**src/ldd_pkg.sv**
```systemverilog
// Package with the types, codes and constants of the LED display driver.
`default_nettype none

package ldd_pkg;

    localparam int REG_COUNT  = 8;
    localparam int REG_IDX_W  = $clog2(REG_COUNT);
    localparam int REG_ADDR_W = 3;
    localparam int REG_DATA_W = 8;
    localparam int PERIOD_W   = 16;
    localparam int APB_DATA_W = 32;
    localparam int APB_ADDR_W = 3;

    localparam logic [PERIOD_W-1:0] LONG_PERIOD_RESET = 16'd50;

    // Operation codes of an input word.
    localparam logic OP_WRITE = 1'b0;
    localparam logic OP_TICK  = 1'b1;

    // Configuration register indexes.
    localparam logic [0:0] CFG_LONG_PERIOD = 1'b0;

    // Mode nibble codes of a display register.
    localparam logic [3:0] NIB_OFF  = 4'h1;
    localparam logic [3:0] NIB_SLOW = 4'h2;
    localparam logic [3:0] NIB_FAST = 4'h3;
    localparam logic [3:0] NIB_FWD  = 4'h4;
    localparam logic [3:0] NIB_BWD  = 4'h5;

    // Snapshot mode flag codes.
    localparam logic [3:0] FLAG_OFF = 4'h0;
    localparam logic [3:0] FLAG_ON  = 4'h1;
    localparam logic [3:0] FLAG_FWD = 4'hE;
    localparam logic [3:0] FLAG_BWD = 4'hF;

    // Slot codes.
    localparam logic [1:0] SLOT_LEFT_BAR   = 2'd0;
    localparam logic [1:0] SLOT_LEFT_DIGIT = 2'd1;
    localparam logic [1:0] SLOT_RIGHT_DIGIT = 2'd2;
    localparam logic [1:0] SLOT_RIGHT_BAR  = 2'd3;

    // Pattern table codes.
    localparam logic [1:0] TBL_BAR   = 2'd0;
    localparam logic [1:0] TBL_DIGIT = 2'd1;
    localparam logic [1:0] TBL_ANIM  = 2'd2;

    localparam logic [REG_IDX_W-1:0] ARROW_REG  = REG_IDX_W'(4);
    localparam logic [REG_IDX_W-1:0] BUZZER_REG = REG_IDX_W'(5);

    localparam logic [2:0] ANIM_LEN = 3'd6;
    localparam logic [1:0] SLOW_DIV = 2'd3;
    localparam logic [3:0] BAR_ANIM_LAST = 4'd5;
    localparam logic [3:0] ANIM_LEN_IDX  = 4'd6;

    typedef struct packed {
        logic                  op;
        logic [REG_ADDR_W-1:0] reg_addr;
        logic [REG_DATA_W-1:0] reg_data;
    } in_word_t;

    typedef struct packed {
        logic [1:0] digit_slot;
        logic [1:0] pattern_table;
        logic [3:0] pattern_index;
        logic       slot_enable;
        logic       arrows_valid;
        logic       arrow_down;
        logic       arrow_up;
        logic       buzzer;
    } out_word_t;

    typedef struct packed {
        logic     valid;
        in_word_t word;
    } step_t;

endpackage

`default_nettype wire

```
**src/ldd_in_if.sv**
```systemverilog
// Interface of the input channel that carries register writes and ticks.
`default_nettype none

interface ldd_in_if import ldd_pkg::*; ();
    logic                  valid;
    logic                  ready;
    logic                  op;
    logic [REG_ADDR_W-1:0] reg_addr;
    logic [REG_DATA_W-1:0] reg_data;

    modport source (output valid, op, reg_addr, reg_data, input ready);
    modport sink (input valid, op, reg_addr, reg_data, output ready);
endinterface

`default_nettype wire

```
**src/ldd_out_if.sv**
```systemverilog
// Interface of the output channel that carries one slot drive word per tick.
`default_nettype none

interface ldd_out_if;
    logic       valid;
    logic       ready;
    logic [1:0] digit_slot;
    logic [1:0] pattern_table;
    logic [3:0] pattern_index;
    logic       slot_enable;
    logic       arrows_valid;
    logic       arrow_down;
    logic       arrow_up;
    logic       buzzer;

    modport source (output valid, digit_slot, pattern_table, pattern_index, slot_enable,
                    arrows_valid, arrow_down, arrow_up, buzzer, input ready);
    modport sink (input valid, digit_slot, pattern_table, pattern_index, slot_enable,
                  arrows_valid, arrow_down, arrow_up, buzzer, output ready);
endinterface

`default_nettype wire

```
**src/ldd_apb_regs.sv**
```systemverilog
// APB configuration register block holding the long tick period.
`default_nettype none

module ldd_apb_regs import ldd_pkg::*;
(
    input  wire logic                  clk,
    input  wire logic                  rst_n,
    input  wire logic                  psel,
    input  wire logic                  penable,
    input  wire logic                  pwrite,
    input  wire logic [APB_ADDR_W-1:0] paddr,
    input  wire logic [APB_DATA_W-1:0] pwdata,
    output logic      [APB_DATA_W-1:0] prdata,
    output logic                       pready,
    output logic      [PERIOD_W-1:0]   long_period
);

    logic [PERIOD_W-1:0] long_period_reg;
    logic                sel_period;
    logic                wr_en;

    assign pready     = 1'b1;
    assign sel_period = (paddr[2:2] == CFG_LONG_PERIOD);
    assign wr_en      = psel && penable && pwrite && pready;

    always_ff @(posedge clk or negedge rst_n)
    begin
        if (!rst_n)
        begin
            long_period_reg <= LONG_PERIOD_RESET;
        end
        else if (wr_en && sel_period)
        begin
            long_period_reg <= pwdata[PERIOD_W-1:0];
        end
    end

    always_comb
    begin
        prdata = '0;
        if (sel_period)
        begin
            prdata = APB_DATA_W'(long_period_reg);
        end
    end

    assign long_period = long_period_reg;

endmodule

`default_nettype wire

```
**src/ldd_engine.sv**
```systemverilog
// Display state, blink and animation counters and the slot drive logic.
`default_nettype none

module ldd_engine import ldd_pkg::*;
(
    input  wire logic                clk,
    input  wire logic                rst_n,
    input  wire step_t               step,
    input  wire logic [PERIOD_W-1:0] long_period,
    output out_word_t                result
);

    logic [REG_DATA_W-1:0] display_regs_reg [REG_COUNT];
    logic [3:0]            mode_flags_reg [REG_COUNT];
    logic [3:0]            snap_next [REG_COUNT];
    logic [PERIOD_W-1:0]   tick_count_reg;
    logic [1:0]            slow_div_reg;
    logic                  slow_phase_reg;
    logic                  fast_phase_reg;
    logic [2:0]            anim_step_reg;
    logic [1:0]            slot_reg;

    logic [PERIOD_W-1:0]   tick_inc;
    logic                  long_tick;
    logic [1:0]            slow_div_inc;
    logic                  slow_wrap;
    logic [1:0]            slow_div_next;
    logic                  slow_phase_next;
    logic                  fast_phase_next;
    logic [2:0]            anim_inc;
    logic [2:0]            anim_step_next;
    logic                  write_en;
    logic                  tick_en;
    logic                  is_bar;
    logic [3:0]            mode;
    logic [REG_DATA_W-1:0] disp;
    logic [3:0]            anim_idx;

    function automatic logic [3:0] mode_of(input logic [3:0] nib, input logic slow,
                                           input logic fast);
        logic [3:0] flag;
        unique case (nib)
            NIB_OFF:  flag = FLAG_OFF;
            NIB_SLOW: flag = {3'b000, slow};
            NIB_FAST: flag = {3'b000, fast};
            NIB_FWD:  flag = FLAG_FWD;
            NIB_BWD:  flag = FLAG_BWD;
            default:  flag = FLAG_ON;
        endcase
        return flag;
    endfunction

    assign write_en = step.valid && (step.word.op == OP_WRITE)
                      && (32'(step.word.reg_addr) < REG_COUNT);
    assign tick_en  = step.valid && (step.word.op == OP_TICK);

    assign tick_inc        = tick_count_reg + 16'd1;
    assign long_tick       = (tick_inc >= long_period);
    assign slow_div_inc    = slow_div_reg + 2'd1;
    assign slow_wrap       = (slow_div_inc >= SLOW_DIV);
    assign slow_div_next   = slow_wrap ? 2'd0 : slow_div_inc;
    assign slow_phase_next = slow_phase_reg ^ slow_wrap;
    assign fast_phase_next = ~fast_phase_reg;
    assign anim_inc        = anim_step_reg + 3'd1;
    assign anim_step_next  = (anim_inc >= ANIM_LEN) ? 3'd0 : anim_inc;

    always_comb
    begin
        for (int i = 0; i < REG_COUNT; i++)
        begin
            snap_next[i] = mode_of(display_regs_reg[i][7:4], slow_phase_next,
                                   fast_phase_next);
        end
    end

    always_ff @(posedge clk or negedge rst_n)
    begin
        if (!rst_n)
        begin
            for (int i = 0; i < REG_COUNT; i++)
            begin
                display_regs_reg[i] <= '0;
                mode_flags_reg[i]   <= '0;
            end
            tick_count_reg <= '0;
            slow_div_reg   <= '0;
            slow_phase_reg <= 1'b0;
            fast_phase_reg <= 1'b0;
            anim_step_reg  <= '0;
            slot_reg       <= '0;
        end
        else
        begin
            if (write_en)
            begin
                display_regs_reg[REG_IDX_W'(step.word.reg_addr)] <= step.word.reg_data;
            end
            if (tick_en)
            begin
                slot_reg <= slot_reg + 2'd1;
                if (long_tick)
                begin
                    tick_count_reg <= '0;
                    slow_div_reg   <= slow_div_next;
                    slow_phase_reg <= slow_phase_next;
                    fast_phase_reg <= fast_phase_next;
                    anim_step_reg  <= anim_step_next;
                    for (int i = 0; i < REG_COUNT; i++)
                    begin
                        mode_flags_reg[i] <= snap_next[i];
                    end
                end
                else
                begin
                    tick_count_reg <= tick_inc;
                end
            end
        end
    end

    assign is_bar   = (slot_reg == SLOT_LEFT_BAR) || (slot_reg == SLOT_RIGHT_BAR);
    assign mode     = mode_flags_reg[REG_IDX_W'(slot_reg)];
    assign disp     = display_regs_reg[REG_IDX_W'(slot_reg)];
    assign anim_idx = {1'b0, anim_step_reg};

    always_comb
    begin
        result               = '0;
        result.digit_slot    = slot_reg;
        result.pattern_table = is_bar ? TBL_BAR : TBL_ANIM;
        if (mode == FLAG_FWD)
        begin
            result.pattern_index = anim_idx;
            result.slot_enable   = 1'b1;
        end
        else if (mode == FLAG_BWD)
        begin
            if (is_bar)
            begin
                result.pattern_index = BAR_ANIM_LAST - anim_idx;
            end
            else if (anim_step_reg == 3'd0)
            begin
                result.pattern_index = 4'd0;
            end
            else
            begin
                result.pattern_index = ANIM_LEN_IDX - anim_idx;
            end
            result.slot_enable = 1'b1;
        end
        else if (is_bar)
        begin
            result.pattern_index = {1'b0, disp[2:0]};
            result.slot_enable   = mode[0];
            if (slot_reg == SLOT_LEFT_BAR)
            begin
                result.arrows_valid = 1'b1;
                result.arrow_down   = display_regs_reg[ARROW_REG][0];
                result.arrow_up     = display_regs_reg[ARROW_REG][1];
            end
        end
        else
        begin
            result.pattern_table = TBL_DIGIT;
            result.pattern_index = disp[3:0];
            result.slot_enable   = mode[0];
        end
        result.buzzer = long_tick ? snap_next[BUZZER_REG][0]
                                  : mode_flags_reg[BUZZER_REG][0];
    end

endmodule

`default_nettype wire

```
**src/led_mux_blink_display_driver_top.sv**
```systemverilog
// Top level of the multiplexed LED display driver with blink and animation modes.
//
// The in_ch channel takes words that are either display register writes or
// multiplex ticks. A write updates one of the eight display registers and
// produces nothing on the output. Each tick produces one word on out_ch that
// tells which of the four slots to drive, which pattern table and entry to
// use, whether the slot is on, the arrow bits and the buzzer drive.
// The long_period register on the APB port sets how many ticks make one long
// tick, which steps the blink and animation counters; write it only while idle.
// A word is registered in the input register and processed by the engine as it
// leaves it; a tick's result is then held in the output register, which drives
// out_ch until the receiver takes it. One word is accepted every cycle
// as long as the output register is free or being emptied in the same cycle;
// a write in the input register never waits on the output.
// When the receiver stalls, the result stays in the output register, a following
// tick waits in the input register and in_ch ready drops.
// Reset clears all display registers, mode flags and counters and sets
// long_period to 50.
`default_nettype none

module led_mux_blink_display_driver_top import ldd_pkg::*;
(
    input  wire logic                  clk,
    input  wire logic                  rst_n,
    ldd_in_if.sink                     in_ch,
    ldd_out_if.source                  out_ch,
    input  wire logic                  psel,
    input  wire logic                  penable,
    input  wire logic                  pwrite,
    input  wire logic [APB_ADDR_W-1:0] paddr,
    input  wire logic [APB_DATA_W-1:0] pwdata,
    output logic      [APB_DATA_W-1:0] prdata,
    output logic                       pready
);

    logic                s1_valid_reg;
    in_word_t            s1_word_reg;
    logic                out_valid_reg;
    out_word_t           out_word_reg;
    logic                out_free;
    logic                advance;
    logic                in_fire;
    in_word_t            in_word;
    step_t               step;
    out_word_t           result;
    logic [PERIOD_W-1:0] long_period;

    ldd_apb_regs u_regs (
        .clk         (clk),
        .rst_n       (rst_n),
        .psel        (psel),
        .penable     (penable),
        .pwrite      (pwrite),
        .paddr       (paddr),
        .pwdata      (pwdata),
        .prdata      (prdata),
        .pready      (pready),
        .long_period (long_period)
    );

    assign in_word.op       = in_ch.op;
    assign in_word.reg_addr = in_ch.reg_addr;
    assign in_word.reg_data = in_ch.reg_data;

    assign out_free    = !out_valid_reg || out_ch.ready;
    assign advance     = s1_valid_reg && ((s1_word_reg.op == OP_WRITE) || out_free);
    assign in_ch.ready = !s1_valid_reg || advance;
    assign in_fire     = in_ch.valid && in_ch.ready;

    assign step.valid = advance;
    assign step.word  = s1_word_reg;

    ldd_engine u_engine (
        .clk         (clk),
        .rst_n       (rst_n),
        .step        (step),
        .long_period (long_period),
        .result      (result)
    );

    always_ff @(posedge clk or negedge rst_n)
    begin
        if (!rst_n)
        begin
            s1_valid_reg <= 1'b0;
        end
        else if (in_fire)
        begin
            s1_valid_reg <= 1'b1;
        end
        else if (advance)
        begin
            s1_valid_reg <= 1'b0;
        end
    end

    always_ff @(posedge clk)
    begin
        if (in_fire)
        begin
            s1_word_reg <= in_word;
        end
    end

    always_ff @(posedge clk or negedge rst_n)
    begin
        if (!rst_n)
        begin
            out_valid_reg <= 1'b0;
        end
        else if (advance && (s1_word_reg.op == OP_TICK))
        begin
            out_valid_reg <= 1'b1;
        end
        else if (out_ch.ready)
        begin
            out_valid_reg <= 1'b0;
        end
    end

    always_ff @(posedge clk)
    begin
        if (advance && (s1_word_reg.op == OP_TICK))
        begin
            out_word_reg <= result;
        end
    end

    assign out_ch.valid         = out_valid_reg;
    assign out_ch.digit_slot    = out_word_reg.digit_slot;
    assign out_ch.pattern_table = out_word_reg.pattern_table;
    assign out_ch.pattern_index = out_word_reg.pattern_index;
    assign out_ch.slot_enable   = out_word_reg.slot_enable;
    assign out_ch.arrows_valid  = out_word_reg.arrows_valid;
    assign out_ch.arrow_down    = out_word_reg.arrow_down;
    assign out_ch.arrow_up      = out_word_reg.arrow_up;
    assign out_ch.buzzer        = out_word_reg.buzzer;

endmodule

`default_nettype wire

```
**src/flat_wrapper.sv**
```systemverilog
// flat-port wrapper written by rule: the top's interface ports become plain ports
module led_mux_blink_display_driver_top_flat import ldd_pkg::*;
  (clk, rst_n, psel, penable, pwrite, paddr, pwdata, prdata, pready, in_ch_valid, in_ch_op, in_ch_reg_addr, in_ch_reg_data, in_ch_ready, out_ch_valid, out_ch_digit_slot, out_ch_pattern_table, out_ch_pattern_index, out_ch_slot_enable, out_ch_arrows_valid, out_ch_arrow_down, out_ch_arrow_up, out_ch_buzzer, out_ch_ready);
  ldd_in_if in_ch_i ();
  ldd_out_if out_ch_i ();
  input  wire logic clk;
  input  wire logic rst_n;
  input  wire logic psel;
  input  wire logic penable;
  input  wire logic pwrite;
  input  wire logic [APB_ADDR_W-1:0] paddr;
  input  wire logic [APB_DATA_W-1:0] pwdata;
  output logic      [APB_DATA_W-1:0] prdata;
  output logic pready;
  input wire logic [$bits(in_ch_i.valid)-1:0] in_ch_valid;
  input wire logic [$bits(in_ch_i.op)-1:0] in_ch_op;
  input wire logic [$bits(in_ch_i.reg_addr)-1:0] in_ch_reg_addr;
  input wire logic [$bits(in_ch_i.reg_data)-1:0] in_ch_reg_data;
  output wire logic [$bits(in_ch_i.ready)-1:0] in_ch_ready;
  output wire logic [$bits(out_ch_i.valid)-1:0] out_ch_valid;
  output wire logic [$bits(out_ch_i.digit_slot)-1:0] out_ch_digit_slot;
  output wire logic [$bits(out_ch_i.pattern_table)-1:0] out_ch_pattern_table;
  output wire logic [$bits(out_ch_i.pattern_index)-1:0] out_ch_pattern_index;
  output wire logic [$bits(out_ch_i.slot_enable)-1:0] out_ch_slot_enable;
  output wire logic [$bits(out_ch_i.arrows_valid)-1:0] out_ch_arrows_valid;
  output wire logic [$bits(out_ch_i.arrow_down)-1:0] out_ch_arrow_down;
  output wire logic [$bits(out_ch_i.arrow_up)-1:0] out_ch_arrow_up;
  output wire logic [$bits(out_ch_i.buzzer)-1:0] out_ch_buzzer;
  input wire logic [$bits(out_ch_i.ready)-1:0] out_ch_ready;
  assign in_ch_i.valid = in_ch_valid;
  assign in_ch_i.op = in_ch_op;
  assign in_ch_i.reg_addr = in_ch_reg_addr;
  assign in_ch_i.reg_data = in_ch_reg_data;
  assign in_ch_ready = in_ch_i.ready;
  assign out_ch_valid = out_ch_i.valid;
  assign out_ch_digit_slot = out_ch_i.digit_slot;
  assign out_ch_pattern_table = out_ch_i.pattern_table;
  assign out_ch_pattern_index = out_ch_i.pattern_index;
  assign out_ch_slot_enable = out_ch_i.slot_enable;
  assign out_ch_arrows_valid = out_ch_i.arrows_valid;
  assign out_ch_arrow_down = out_ch_i.arrow_down;
  assign out_ch_arrow_up = out_ch_i.arrow_up;
  assign out_ch_buzzer = out_ch_i.buzzer;
  assign out_ch_i.ready = out_ch_ready;
  led_mux_blink_display_driver_top u_core (.clk(clk), .rst_n(rst_n), .in_ch(in_ch_i), .out_ch(out_ch_i), .psel(psel), .penable(penable), .pwrite(pwrite), .paddr(paddr), .pwdata(pwdata), .prdata(prdata), .pready(pready));
endmodule
```
**config.mk**
```make
export PLATFORM = sky130hd
export DESIGN_NAME = led_mux_blink_display_driver_top_flat
export DESIGN_NICKNAME = d
export VERILOG_FILES = /design/src/ldd_pkg.sv /design/src/ldd_in_if.sv /design/src/ldd_out_if.sv /design/src/ldd_apb_regs.sv /design/src/ldd_engine.sv /design/src/led_mux_blink_display_driver_top.sv /design/src/flat_wrapper.sv
export SDC_FILE = /design/constraint.sdc
export NUM_CORES = 1
export LEC_CHECK = 0
export BUFFER_PORTS_ARGS = -buffer_cell sky130_fd_sc_hd__buf_2
export CAP_MARGIN = 20
export CORE_UTILIZATION = 30
export DETAILED_ROUTE_END_ITERATION = 8
export PLACE_DENSITY = 0.48
export SYNTH_ARGS = -nofsm -noshare
export SYNTH_HDL_FRONTEND = slang
export SYNTH_SLANG_ARGS = --single-unit
```
**constraint.sdc**
```tcl
create_clock -name clk -period 6.7 [get_ports clk]
set_clock_uncertainty 0.05 [all_clocks]
set_input_delay 0 -clock clk [delete_from_list [all_inputs] [get_ports clk]]
set_output_delay 0 -clock clk [all_outputs]
set_load 0.05 [all_outputs]
```
==> Yosys cells after proc, flatten, opt, wreduce, memory -nomap -nowiden <==
Cells that the tools add are included.
{ "word_totals": {"register_bits": 164, "inputBits": 54} }
{ "classes": {"reduce_logical": 22, "eq_ne": 43, "n_lt_le_gt_ge": 6, "mux": 36, "n_addsub": 6, "bitwise": 8} }
{ "op_table": {"columns": ["operator", "n"], "rows": [
  ["$pmux W4 S5", 8],
  ["$bwmux W64", 1],
  ["$eq A4 B2 Y1 const B", 16],
  ["$eq A4 B3 Y1 const B", 16],
  ["$eq A4 B1 Y1 const B", 8],
  ["$mux W16", 2],
  ["$mux W4", 7],
  ["$bmux W8 S3", 1],
  ["$demux W8 S3", 1],
  ["$add A16 B1 Y16 const B", 1],
  ["$ge A16 B16 Y1", 1],
  ["$bmux W4 S3", 1],
  ["$mux W2", 5],
  ["$mux W5", 2],
  ["$eq A4 B4 Y1 const B", 2],
  ["$ge A4 B4 Y1 const B", 2],
  ["$logic_and A1 B1 Y1", 8],
  ["$mux W8", 1],
  ["$sub A3 B3 Y4 const A", 2],
  ["$mux W3", 2],
  ["$mux W1", 5],
  ["$not A1 Y1", 5],
  ["$add A2 B1 Y2 const B", 2],
  ["$logic_or A1 B1 Y1", 4],
  ["other kinds (16)", 18]
]} }

==> Depth between registers and ports, before layout <==
Gate-level depths: netlist of the first run.
{ "depth": {"word_depth": 7, "depth_mapped": 14} }

==> Modules after synthesis <==
From an unflattened synthesis of the first run, not the netlist that was laid out.
{ "unflattened": {"hier_cells": 504, "hier_area_um2": 6042.0} }
{ "modules_own_cells": {"columns": ["mod", "n_inst", "seq_area_each_um2", "area_per_inst_um2", "cells_per_inst"], "rows": [
  ["ldd_engine", 1, 1801.7, 4270.3, 399],
  ["ldd_apb_regs", 1, 404.1, 903.4, 70],
  ["led_mux_blink_display_driver_top", 1, 800.8, 868.3, 35]
]} }

==> Least setup slack after synthesis of the first run <==
Ideal clock, no wire load.
{ "synth_path": {"path_kind": "register to register", "start": "register u_core.u_engine.tick_count_reg[2]", "end": "register u_core.u_engine.mode_flags_reg[30] in the netlist's numbering", "period_less_slack_ns": 3.206, "stages_incl_launch_ff": 14, "t_required_ns": 6.525, "t_arrival_ns": 3.032, "setup_slack_ns": 3.494, "cell_sequence": "dfrtp_1 and3_2 nand3_2 or2_4 nor2_1 xnor2_1 inv_1 ha_1 nand4_2 nor3_1 nor4_4 a31oi_4 buf_8 mux2_2"} }
{ "synth_between": {"elab_chain_cells": 3} }
{ "synth_lines": {"columns": ["element", "line_no", "rtl"], "rows": [
  ["start, declared", "ldd_engine.sv:16", "logic [PERIOD_W-1:0] tick_count_reg;"],
  ["start signal, assigned", "ldd_engine.sv:115", "tick_count_reg <= tick_inc;"],
  ["$add A16 B1 Y16", "ldd_engine.sv:57", "assign tick_inc = tick_count_reg + 16'd1;"],
  ["$ge A16 B16 Y1", "ldd_engine.sv:58", "assign long_tick = (tick_inc >= long_period);"],
  ["$reduce_and A2 Y1 (no source line)", null, null],
  ["end signal, assigned by index", "ldd_engine.sv:110", "mode_flags_reg[i] <= snap_next[i];"],
  ["end, declared", "ldd_engine.sv:14", "logic [3:0] mode_flags_reg [REG_COUNT];"]
]} }
No other way between the ends.
A chain may end at the register's enable or synchronous reset.

==> Final worst setup path of the first run <==
{ "layout_path": {"start": "register u_core.u_engine.tick_count_reg[0]", "end": "register u_core.u_engine.mode_flags_reg[18] in the netlist's numbering"} }
Same word-level chain as after synthesis.

==> results of run 1 <==
## path summary, 6_finish.rpt
kind	from	to	slack [ns]	depth (start not counted)
hold / removal	in_ch_reg_addr[2]	u_core.s1_word_reg[10]	0.24	2
hold reg to reg	u_core.u_engine.slow_phase_reg	u_core.u_engine.slow_phase_reg	0.45	1
max in group asynchronous	rst_n	u_core.u_engine.display_regs_reg[32]	5.43	3
setup reg to reg	u_core.u_engine.tick_count_reg[0]	u_core.u_engine.mode_flags_reg[18]	2.91	12
setup / recovery	u_core.u_engine.tick_count_reg[0]	u_core.u_engine.mode_flags_reg[18]	2.91	12
min in group asynchronous	rst_n	u_core.u_engine.display_regs_reg[59]	0.32	3
## metal layers
metal / up-vias / share of wire (%)
met3: 13 / 2.8
li1: 1904 / -
met4: 0 / 1.6
met2: 66 / 50
met1: 1901 / 46
met5: - / 0
## worst reg2reg max path, cell delays in order (launching register included)
cell and delay [ns]:
dfrtp_1 0.49, ha_1 0.35, nand2_1 0.11, nor2_1 0.23
and4_1 0.25, xnor2_1 0.15, inv_1 0.08, ha_1 0.29
nand4_2 0.13, nor3_2 0.33, o311ai_4 0.18, a31oi_4 0.61
mux2_2 0.41
## report_power, final
group	total, uW	internal, uW	leakage, uW	switching [uW]
logic	768	335	0.00164	433
clock network	874	551	0.000283	323
registers	1040	896	0.00135	143
## layout by cell type, fill, tap and decap left out, drive strengths merged, types with 8 or more instances in the layout
master,count
nand3b,8
nand2,44
clkbuf,21
o21ai,23
mux2,64
ha,24
edfxtp,25
xnor2,11
conb,17
inv,35
dlygate4sd3,33
dfrtp,87
nand3,9
buf,67
nor2,37
xor2,8
a21oi,18
## final cells by class
| type | instances | share of cell area [%] |
|---|---|---|
| clock buffer | 21 | 6.64 |
| inverter | 33 | 1.71 |
| timing repair buffer | 100 | 9.24 |
| multi-input combinational | 333 | 35.1 |
| clock inverter | 11 | 1.38 |
| tap | 260 | 4.48 |
| sequential | 115 | 41.4 |
## metrics by stage
step	hold slack (ns)	power, uW
detailed placement	-0.173	1810
CTS	0.217	2710
global route	0.227	2850
global placement	-0.175	1780
finish	0.241	2680
floorplan	-0.346	1620
## cell families after synthesis
kind of cell	after synthesis	synth area share (%)
other	2	0.129
XOR/XNOR	19	2.86
adder cells (fa/ha/maj)	24	5.16
AND/OR/NAND/NOR	136	12.3
buffers and inverters	65	5.52
multiplexers	73	15.2
flip-flops	115	51.6
AO/OA/AOI/OAI	64	7.22
==> summary.md, run 1 <==
* result of the run: finished, final reports clean
* Remaining Overflow, GRT: 0
* flip-flop count of the largest register after layout: 38
* flip-flop and latch count after synthesis: 115
* DPL Wire Length: 8370 microns
* Clk Latency, worst-skew pair: 0.41 ns
* final number of max-transition violations: 0
* Vert. Die Dim: 141 microns
* maximum VDD drop: 195 uV
* P_leak: 0.00327 uW
* main flop type after synthesis: dfrtp_1
* number of clock buffers inserted by TritonCTS: 17
* first-pass GRT wire length: 19900 microns
* synthesized area per cell: 11.7 sq um
* relative max-transition margin: 35.0%
* class of the most critical hold timing path: primary input to flip-flop
* global-route total usage across every layer: 13.0%
* initial antenna violation count: 0
* post-cts sizing count: 0
* met1 Track Usage GR: 15.5%
* number of placement rows: 50
* number of failing setup endpoints in the final timing report: 0
* top cells by area in the synthesized netlist: dfrtp_1, edfxtp_1, mux2_2
* placed instance count: 808
* Worst Path Required: 6.95 ns
* number of fill cells: 1875
* warning count from the yosys run: 0
* Final Core Density: 38.4%
* antenna cell count: 0
* clock tree buffer depth: 2
* Mapped Area: 5820 sq um
* fraction of post-synthesis cell area in the top cell type by area: 37.4%
* fraction of layout instances using a drive strength above 1: 29.9%
* cts-stage hold buffer count: 33
* Async S/R FF share, synth: 78.3%
* top cell type by total area after synthesis: dfrtp_1
* power per standard cell area: 369 nW/um^2
* nets: 678
* Worst setup EP type: flip-flop
* cell seen most often among critical-path stages: ha_1
* post-layout instance area: 7260 sq um
* # Max-Cap Violations: 0
* count of pins on the block boundary: 102
* Cell Count, Final, Fillers Out: 873
* Detailed Route WL: 12000 microns
* most instantiated cells after synthesis: dfrtp_1, mux2_2, nand2_1, nor2_1, inv_1
* number of buffers added on ports: 66
* sequential fraction of the synthesis area: 51.6%
* number of levels in the clock H-tree: 4
* Routability Congestion: 0.751
* final critical-path required period: 3.79 ns
* Vias/cell: 4.45
* flip-flop and latch area: 3010 sq um
* postcts setup bufs: 0
* accumulated negative setup slack: 0 ns
* core area: 18900 sq um
* global-route layer with the greatest usage: met2
* via count: 3884
* portion of the clock cycle consumed by the worst path in the final layout: 56.5%
* EDFF count, synth: 25
* count of buffering cells on the critical path with inverters included: 1
* met3 Use GR: 2.94%
* Die X: 141 microns
* number of clock sinks: 115
* Detailed Route Iter0 Violations: 146
* CP delay by family, top: simple AND/OR/NAND/NOR gates
* Highest Clock Rate: 264 MHz
* Layout Area Growth over Synthesis: 24.7%
* Mapped Cells: 498
* crit-path max cell delay: 0.61 ns
* via count of the first global-routing pass: 4050
* average wire per standard cell: 13.7 microns
* M2 GR Usage: 22.4%
* antenna viol nets, final: 0
* first-pass iteration count of the detailed router: 4
* number of unique standard cell types used by synthesis: 53
* data arrival time at the worst-slack endpoint: 4.03 ns
* most used standard cell by instance count after synthesis: dfrtp_1
* worst-case setup slack after placement: 2.89 ns
* RSZ-0062 raised after global routing: false
* clock transition at the registers of the reported paths: 0.06 ns
* cell with the largest stage delay on the worst path: a31oi_4
* post-detailed-placement cell area: 6350 sq um
* final hold violations: 0
* largest driver fanout on the critical path: 19
* type of the setup path with the least slack: flip-flop to flip-flop
* pin slew with the least headroom to its limit: 0.974 ns
* drc violations: 0
* worst path setup slack after routing: 2.91 ns
* cell at the root of the clock tree: clkbuf_16
* largest net degree at the start of global routing: 75
* effective utilization at floorplan: 30.8%
* Critical Path Start Type: flip-flop
* area of the die: 20000 sq um
* clock tree from TritonCTS: built
* ordered cell list for the critical path: ha_1 > nand2_1 > nor2_1 > and4_1 > xnor2_1 > inv_1 > ha_1 > nand4_2 > nor3_2 > o311ai_4 > a31oi_4 > mux2_2
* combined area of the multi-input logic cells: 2550 sq um
(Power assumes the default switching activity.)
==> inputs of run 2 (changes only) <==
==> constraint.sdc (replaced) <==
create_clock -name clk -period 3.75 [get_ports clk]
set_clock_uncertainty 0.05 [all_clocks]
set_input_delay 0 -clock clk [delete_from_list [all_inputs] [get_ports clk]]
set_output_delay 0 -clock clk [all_outputs]
set_load 0.05 [all_outputs]
==> run 2 against run 1 <==
Compared with the run above:
- clock-buffer cell count shrank 3
- total power increased by 79%
- worst setup slack worse by 2.6 ns
- first-iteration DRC count increased by 22%
- maximum frequency up 11%
- die area unchanged
- wire length increased by 1.5%
- sequential share of layout area decreased by 0.22 points
- critical path type unchanged
==> summary.md, run 2 (same netlist as run 1, synthesis figures left out) <==
* postcts setup bufs: 0, unchanged
* Detailed Route Iter0 Violations: 178, was 146
* count of buffering cells on the critical path with inverters included: 2, was 1
* antenna viol nets, final: 0, unchanged
* global-route total usage across every layer: 13.2%, was 13.0%
* number of levels in the clock H-tree: 4, unchanged
* via count of the first global-routing pass: 4018, was 4050
* clock tree from TritonCTS: built, unchanged
* portion of the clock cycle consumed by the worst path in the final layout: 91.2%, was 56.5%
* area of the die: 20000 sq um, unchanged
* Vias/cell: 4.48, was 4.45
* largest driver fanout on the critical path: 19, unchanged
* antenna cell count: 0, unchanged
* Vert. Die Dim: 141 microns, unchanged
* pin slew with the least headroom to its limit: 0.843 ns, was 0.974 ns
* number of fill cells: 1900, was 1875
* RSZ-0062 raised after global routing: false, unchanged
* Die X: 141 microns, unchanged
* final number of max-transition violations: 0, unchanged
* Cell Count, Final, Fillers Out: 879, was 873
* worst path setup slack after routing: 0.332 ns, was 2.91 ns
* average wire per standard cell: 13.8 microns, was 13.7 microns
* number of failing setup endpoints in the final timing report: 0, unchanged
* flip-flop and latch area: 3010 sq um, unchanged
* first-pass iteration count of the detailed router: 4, unchanged
* number of buffers added on ports: 66, unchanged
* maximum VDD drop: 337 uV, was 195 uV
* Layout Area Growth over Synthesis: 25.3%, was 24.7%
* clock tree buffer depth: 2, unchanged
* accumulated negative setup slack: 0 ns, unchanged
* # Max-Cap Violations: 0, unchanged
* flip-flop count of the largest register after layout: 38, unchanged
* Clk Latency, worst-skew pair: 0.41 ns, about the same
* class of the most critical hold timing path: primary input to asynchronous set/reset pin, was primary input to flip-flop
* clock transition at the registers of the reported paths: 0.06 ns, about the same
* first-pass GRT wire length: 20200 microns, was 19900 microns
* number of placement rows: 50, unchanged
* Detailed Route WL: 12100 microns, was 12000 microns
* nets: 684, was 678
* final hold violations: 0, unchanged
* combined area of the multi-input logic cells: 2550 sq um, unchanged
* type of the setup path with the least slack: flip-flop to flip-flop, unchanged
* number of clock buffers inserted by TritonCTS: 17, unchanged
* count of pins on the block boundary: 102, unchanged
* relative max-transition margin: 43.6%, was 35.0%
* CP delay by family, top: simple AND/OR/NAND/NOR gates, unchanged
* DPL Wire Length: 8530 microns, was 8370 microns
* initial antenna violation count: 0, unchanged
* result of the run: finished, final reports clean, unchanged
* ordered cell list for the critical path: and3_2 > nand3_2 > or2_4 > nor2_1 > xnor2_1 > inv_1 > ha_1 > nand4_2 > nor3_2 > o311ai_4 > a31oi_4 > buf_12 > mux2_2, was ha_1 > nand2_1 > nor2_1 > and4_1 > xnor2_1 > inv_1 > ha_1 > nand4_2 > nor3_2 > o311ai_4 > a31oi_4 > mux2_2
* post-cts sizing count: 0, unchanged
* fraction of layout instances using a drive strength above 1: 31.0%, was 29.9%
* via count: 3940, was 3884
* most frequent standard cell in the layout excluding fill and tap cells: dfrtp_1, unchanged
* Remaining Overflow, GRT: 0, unchanged
* largest net degree at the start of global routing: 65, was 75
* crit-path max cell delay: 0.43 ns, was 0.61 ns
* placed instance count: 815, was 808
* post-detailed-placement cell area: 6410 sq um, was 6350 sq um
* number of clock sinks: 115, unchanged
* overall power after layout: 4790 uW, was 2680 uW
* Worst setup EP type: flip-flop, unchanged
* drc violations: 0, unchanged
* Critical Path Start Type: flip-flop, unchanged
* cell with the largest stage delay on the worst path: dfrtp_1, was a31oi_4
* worst-case setup slack after placement: 0.318 ns, was 2.89 ns
* cell at the root of the clock tree: clkbuf_16, unchanged
* core area: 18900 sq um, unchanged
* post-layout instance area: 7300 sq um, was 7260 sq um
* effective utilization at floorplan: 30.8%, unchanged
* power per standard cell area: 656 nW/um^2, was 369 nW/um^2
* cts-stage hold buffer count: 32, was 33
* final critical-path required period: 3.42 ns, was 3.79 ns
* Routability Congestion: 0.749, was 0.751
* Worst Path Required: 4.00 ns, was 6.95 ns
* commonest cells after routing, fill and taps aside: dfrtp_1, buf_2, mux2_2, unchanged
* data arrival time at the worst-slack endpoint: 3.67 ns, was 4.03 ns
* P_leak: 0.00329 uW, was 0.00327 uW
* Highest Clock Rate: 293 MHz, was 264 MHz
-- run 2: stage by stage --
step           hold slack [ns]  util, %
2_1_floorplan           -0.346        -
3_3_place_gp            0.0973     33.9
3_5_place_dp             0.111     33.9
4_1_cts                  0.210     38.6
5_1_grt                  0.225     38.6
6_report                 0.182     38.6
-- run 2: final timing paths --
check                                             startpoint                                    to  slack, ns  cells past startpoint
min in group clk                           in_ch_reg_addr[1]                 u_core.s1_word_reg[9]       0.24                      2
hold / removal                                         rst_n  u_core.u_engine.display_regs_reg[50]       0.18                      2
setup / recovery           u_core.u_engine.tick_count_reg[2]    u_core.u_engine.mode_flags_reg[20]       0.33                     13
hold reg to reg               u_core.u_engine.slow_phase_reg        u_core.u_engine.slow_phase_reg       0.44                      1
max in group asynchronous                              rst_n          u_core.u_regs.long_period[4]       2.54                      3
setup reg to reg           u_core.u_engine.tick_count_reg[2]    u_core.u_engine.mode_flags_reg[20]       0.33                     13
-- run 2: where the power goes --
| group | internal, uW | switching (uW) | leakage, uW |
|---|---|---|---|
| logic | 613 | 805 | 0.00167 |
| registers | 1600 | 228 | 0.00135 |
| clock network | 933 | 611 | 0.000270 |
-- run 2: per-layer routing --
metal | vias to the layer above | share of wire (%) | wire (microns) | global-route usage, %
met3 | 13 | 3.3 | 395 | 3.41
li1 | 1921 | - | - | -
met1 | 1937 | 47 | 5670 | 16.7
met5 | - | 0 | 0 | 0
met2 | 69 | 48 | 5850 | 21.3
met4 | 0 | 1.6 | 200 | 5.78
-- run 2: cell type report --
| class | instances | share of cell area (%) |
|---|---|---|
| Timing Repair Buffer | 106 | 9.95 |
| Clock inverter | 14 | 1.73 |
| Clock buffer | 18 | 6.02 |
| Sequential cell | 115 | 41.2 |
| Multi-Input combinational cell | 333 | 34.9 |
| Tap cell | 260 | 4.46 |
| Inverter | 33 | 1.70 |
